### config.mk
export PLATFORM = sky130hd
export DESIGN_NAME = sdvq_cell
export DESIGN_NICKNAME = d
export VERILOG_FILES = /design/src/rtl/sorted_dedup_vertex_queue_macros.svh /design/src/rtl/sdvq_pkg.sv /design/src/rtl/sdvq_cell.sv
export SDC_FILE = /design/constraint.sdc
export NUM_CORES = 1
export LEC_CHECK = 0
export BUFFER_PORTS_ARGS = -buffer_cell sky130_fd_sc_hd__clkbuf_2
export CORE_MARGIN = 2
export CORE_UTILIZATION = 44
export DETAILED_ROUTE_END_ITERATION = 8
export PLACE_DENSITY = 0.95
export SLEW_MARGIN = 20
export SYNTH_ARGS = -nofsm -noshare
export SYNTH_HDL_FRONTEND = slang
export SYNTH_SLANG_ARGS = --single-unit
### constraint.sdc
create_clock -name i_clk -period 3 [get_ports i_clk]
set_clock_uncertainty 0.1 [all_clocks]
set_input_delay 0.15 -clock i_clk [delete_from_list [all_inputs] [get_ports i_clk]]
set_output_delay 0.15 -clock i_clk [all_outputs]
set_load 0.01 [all_outputs]
### src/rtl/sorted_dedup_vertex_queue_macros.svh
// ----------------------------------------------------------------------------
// Assertion macros for the sorted vertex queue
// Clocked on i_clk and disabled while i_rst_n is low.
// ----------------------------------------------------------------------------
`ifndef SORTED_DEDUP_VERTEX_QUEUE_MACROS_SVH
`define SORTED_DEDUP_VERTEX_QUEUE_MACROS_SVH

// Same-cycle implication.
`define SDVQ_ASSERT_IMP(lbl, ante, cons) \
    lbl: assert property (@(posedge i_clk) disable iff (!i_rst_n) (ante) |-> (cons)) \
        else $error("sdvq assertion failed");

// Next-cycle implication.
`define SDVQ_ASSERT_NXT(lbl, ante, cons) \
    lbl: assert property (@(posedge i_clk) disable iff (!i_rst_n) (ante) |=> (cons)) \
        else $error("sdvq assertion failed");

`endif

### src/rtl/sdvq_pkg.sv
// ----------------------------------------------------------------------------
// sdvq_pkg
// Types and codes shared by the vertex queue top level and its cells.
// ----------------------------------------------------------------------------
`timescale 1ns / 1ps

package sdvq_pkg;

    localparam logic [1:0] KIND_APPEND = 2'd0;
    localparam logic [1:0] KIND_SORTED = 2'd1;
    localparam logic [1:0] KIND_POP    = 2'd2;
    localparam logic [1:0] KIND_UNUSED = 2'd3;

    localparam logic [2:0] ST_INSERTED  = 3'd0;
    localparam logic [2:0] ST_PRESENT   = 3'd1;
    localparam logic [2:0] ST_DUPLICATE = 3'd2;
    localparam logic [2:0] ST_RANGE     = 3'd3;
    localparam logic [2:0] ST_FULL      = 3'd4;
    localparam logic [2:0] ST_EMPTY     = 3'd5;
    localparam logic [2:0] ST_POPPED    = 3'd6;

    localparam int FIELD_BITS = 16;

    // Command broadcast to every cell.
    typedef struct packed {
        logic capture;  // compare the incoming word against the stored entry
        logic sorted;   // incoming word is a sorted insert
        logic pop;      // shift every entry one place toward the head
        logic ins;      // open a gap at the insert point and fill it
    } t_cell_cmd;

endpackage

### src/rtl/sdvq_cell.sv
// ----------------------------------------------------------------------------
// sdvq_cell
// One queue slot: holds a vertex and its priority, compares them against an
// incoming word, and shifts to or from its neighbors.
// ----------------------------------------------------------------------------
`timescale 1ns / 1ps

module sdvq_cell #(
    parameter int VW       = 16,
    parameter int CW       = 7,
    parameter int CELL_IDX = 0
) (
    input  logic                                  i_clk,
    input  sdvq_pkg::t_cell_cmd                   i_cmd,
    input  logic [CW-1:0]                         i_count,
    input  logic [VW-1:0]                         i_cmp_vtx,
    input  logic signed [sdvq_pkg::FIELD_BITS-1:0] i_cmp_pri,
    input  logic [VW-1:0]                         i_new_vtx,
    input  logic signed [sdvq_pkg::FIELD_BITS-1:0] i_new_pri,
    input  logic [VW-1:0]                         i_left_vtx,
    input  logic signed [sdvq_pkg::FIELD_BITS-1:0] i_left_pri,
    input  logic [VW-1:0]                         i_right_vtx,
    input  logic signed [sdvq_pkg::FIELD_BITS-1:0] i_right_pri,
    input  logic                                  i_stop_in,
    output logic                                  o_stop_out,
    output logic                                  o_dup,
    output logic                                  o_present,
    output logic [VW-1:0]                         o_vtx,
    output logic signed [sdvq_pkg::FIELD_BITS-1:0] o_pri
);

    logic [VW-1:0]                          r_vtx, n_vtx;
    logic signed [sdvq_pkg::FIELD_BITS-1:0] r_pri, n_pri;
    logic                                   r_match;
    logic                                   r_stop;
    logic                                   w_valid;

    assign w_valid = (i_count > CW'(CELL_IDX));

    // Flags are taken when the word is accepted; the entry cannot change
    // before the word commits.
    always_ff @(posedge i_clk) begin
        if (i_cmd.capture) begin
            r_match <= w_valid && (r_vtx == i_cmp_vtx);
            r_stop  <= !w_valid || (i_cmd.sorted && (r_pri < i_cmp_pri));
        end
    end

    always_comb begin
        n_vtx = r_vtx;
        n_pri = r_pri;
        if (i_cmd.pop) begin
            n_vtx = i_right_vtx;
            n_pri = i_right_pri;
        end else if (i_cmd.ins) begin
            if (i_stop_in) begin
                n_vtx = i_left_vtx;
                n_pri = i_left_pri;
            end else if (r_stop) begin
                n_vtx = i_new_vtx;
                n_pri = i_new_pri;
            end
        end
    end

    always_ff @(posedge i_clk) begin
        r_vtx <= n_vtx;
        r_pri <= n_pri;
    end

    assign o_stop_out = i_stop_in || r_stop;
    assign o_dup      = r_match;
    // Only entries scanned before the first lower priority count as present.
    assign o_present  = r_match && !r_stop && !i_stop_in;
    assign o_vtx      = r_vtx;
    assign o_pri      = r_pri;

endmodule

==> impl_metrics.env <==
export IMPL_report_final_slew_viol_count=0
export IMPL_cap_violations=0
export IMPL_relSlewSlack_pct=73.5
export IMPL_synth_area_mux_share_pct=13.9
export IMPL_synth_fa_ha_area_share_pct=8.13
export IMPL_nets=556
export IMPL_antenna_found_initial=0
export IMPL_cts_tree="done"
export IMPL_p_leak_nw=1.77
export IMPL_drtIter0Drc=133
export IMPL_die_area_um2=5840
export IMPL_cts_setup_buffers=0
export IMPL_fin_crit_sh_pct=70.1
export IMPL_synth_seq_area_share_pct=44.3
export IMPL_fmax_mhz=476
export IMPL_vias=2342
export IMPL_cts_buffers=5
export IMPL_multiInputGateArea_um2=1170
export IMPL_worst_slew_pin_slew_ns=0.391
export IMPL_grt_pass1_wl_um=11200
export IMPL_power_density_nw_per_um2=386
export IMPL_synth_cell_area_um2=2310
export IMPL_ir_worst_vdd_mv=0.276
export IMPL_hold_path_startpoint="i_cmd[3]"
export IMPL_finalSetupTns_ns=0
export IMPL_timing_rr_start="o_pri[15]"
export IMPL_synth_area_leaders="edfxtp_1 (44%), mux2i_1 (14%), ha_1 (8.1%)"
export IMPL_clk_latency_ns=0.28
export IMPL_drc=0
export IMPL_wl_um=6740
export IMPL_min_period_ns=2.10
export IMPL_grt_ovfl_total=0
export IMPL_drive_gt1_share_pct=47.8
export IMPL_synth_compound_area_share_pct=11.6
export IMPL_cp_max_fo=3
export IMPL_regArea_um2=1020
export IMPL_crit_start="o_pri[15]"
export IMPL_ant_nets=0
export IMPL_mostFrequentLayoutCell="clkbuf_2"
export IMPL_cp_required_ns=2.91
export IMPL_synth_fp_nets=382
export IMPL_diodes=0
export IMPL_initial_core_util_pct=45.5
export IMPL_hold_path_class="input pin to flip-flop"
export IMPL_clockPowerShare_pct=24.2
export IMPL_row_count=26
export IMPL_p_int_w=0.000915
export IMPL_grt_pass1_vias=2418
export IMPL_p_total_w=0.00129
export IMPL_syn_to_final_growth_pct=44.2
export IMPL_fill_cells=422
export IMPL_final_cell_mix="clkbuf_2 (175), nand2_1 (35), o21ai_0 (34), edfxtp_1 (34), mux2i_1 (32)"
export IMPL_die_y_um=76.4
export IMPL_status="complete, no violations"
export IMPL_rsz0062_at_grt="false"
export IMPL_cp_data_arrival_time_ns=2.01
export IMPL_cts_resized=0
export IMPL_wl_per_cell_um=14.3
export IMPL_synth_distinct_cells=29
export IMPL_comb_power_share_pct=28.0
export IMPL_synthXorXnorAreaFrac_pct=6.07
export IMPL_netlist_instances=226
export IMPL_finalSetupViolCount=0
export IMPL_hpwl_um=5740
export IMPL_drt_pass1_iterations=4
export IMPL_clkTransAtPathRegs_ns=0.07
export IMPL_worstSetupStartpointType="flip-flop"
export IMPL_endpoint_kind="flip-flop"
export IMPL_yosysTopAreaCellShare_pct=44.3
export IMPL_clk_path_buf_depth=2
export IMPL_avgViaCountPerCell=4.98
export IMPL_place_congestion=0.878
export IMPL_switching_share_pct=28.8
export IMPL_avgSynthCellArea_um2=10.2
export IMPL_yosys_warnings=0
export IMPL_core_area_um2=5070
export IMPL_hold_viol=0
export IMPL_seqPwrFrac_pct=47.9
export IMPL_htree_levels=2
export IMPL_clock_sinks=34
export IMPL_grtUsageTotal_pct=24.0
export IMPL_synthSimpleGateAreaFrac_pct=11.2
export IMPL_ys_ff_latch=34
export IMPL_p_sw_w=0.000370
export IMPL_cts_root_buffer="clkbuf_8"
export IMPL_io_buffer_count=175
export IMPL_cts_hold_buf=0
export IMPL_critPathKind="flip-flop to flip-flop"
export IMPL_yosys_area_top_type="edfxtp_1"
export IMPL_synth_top_family_by_area="multiplexers"
export IMPL_boundaryPins=176
export IMPL_die_width_um=76.4
export IMPL_grt_max_degree=49
## worst paths after layout
kind / endpoint / slack [ns] / cells past startpoint
worst max-delay path: r_stop / 0.90 / 6
worst min-delay path: r_stop / 0.02 / 1
worst max register to register: r_stop / 0.90 / 6
worst min register to register: o_dup / 0.62 / 3
## layer usage
| metal | GRT usage [%] | wire (um) | vias to the layer above |
|---|---|---|---|
| li1 | - | - | 1159 |
| met1 | 27.6 | 2580 | 1069 |
| met2 | 43.0 | 3650 | 96 |
| met3 | 4.98 | 366 | 18 |
| met4 | 10.5 | 137 | 0 |
| met5 | 0 | 0 | - |
## cell usage after synthesis (all sizes together)
library cell / instances
clkbuf: 8
nor4: 4
a31oi: 1
buf: 3
or2: 1
a21o: 2
xnor2: 4
o21ai: 35
a221oi: 1
ha: 15
nand4: 2
mux2i: 32
nor2: 5
a2111oi: 1
nand3: 2
a211oi: 1
nand2: 35
xor2: 12
or4: 1
a21oi: 3
a41oi: 1
edfxtp: 34
inv: 18
o311ai: 1
nor3b: 1
nor3: 3
## metrics by stage
stage / instance area (um2) / util (%) / std cells / worst slack [ns] / hold slack, ns
final: 3330 / 65.6 / 470 / 0.897 / 0.0246
after global routing: 3330 / 65.6 / 470 / 0.766 / 0.00208
after CTS: 3330 / 65.6 / 470 / 0.913 / 0.0118
after detailed placement: 3250 / 64.0 / 463 / 0.922 / 0.304
after global placement: 3250 / 64.0 / 463 / 1.07 / 0.300
after floorplan: 2310 / - / 226 / 1.06 / 0.162
## state kept, by name, summed over array words and instances (netlist names)
name	flops
o_vtx	16
r_stop	1
o_dup	1
o_pri	16
## logic make-up after synthesis
family	count (synthesis)
xor gates and xnor gates	16
AOI/OAI and AO/OA	46
muxes	32
DFF	34
buffers and inverters	29
and+or+nand+nor	54
adders and majority gates	15
## power by group through the flow
stage	combinational, W	clock, W	sequential [W]
after CTS	0.000361	0.000319	0.000615
final	0.000359	0.000311	0.000615
after global placement	0.000344	0	0.000622
after detailed placement	0.000360	0	0.000626
after floorplan	0.000155	0	0.000642
after global routing	0.000399	0.000339	0.000621
## layout make-up
cell class / instances / share of cell area, %
clock inverters: 2 / 0.301
multi-input cells: 163 / 35.3
clock buffers: 5 / 2.07
repair buffers: 178 / 27.0
flip-flops and latches: 34 / 30.7
inverters: 18 / 2.03
well taps: 70 / 2.63
## worst max-delay path, stage by stage, from the launching register on
cell and delay [ns]:
edfxtp_1 0.40, ha_1 0.34, nand4_1 0.18, nor3_2 0.28
o311ai_1 0.18, a221oi_1 0.29, a31oi_1 0.06
No activity file was read; power rests on OpenSTA's default activity.
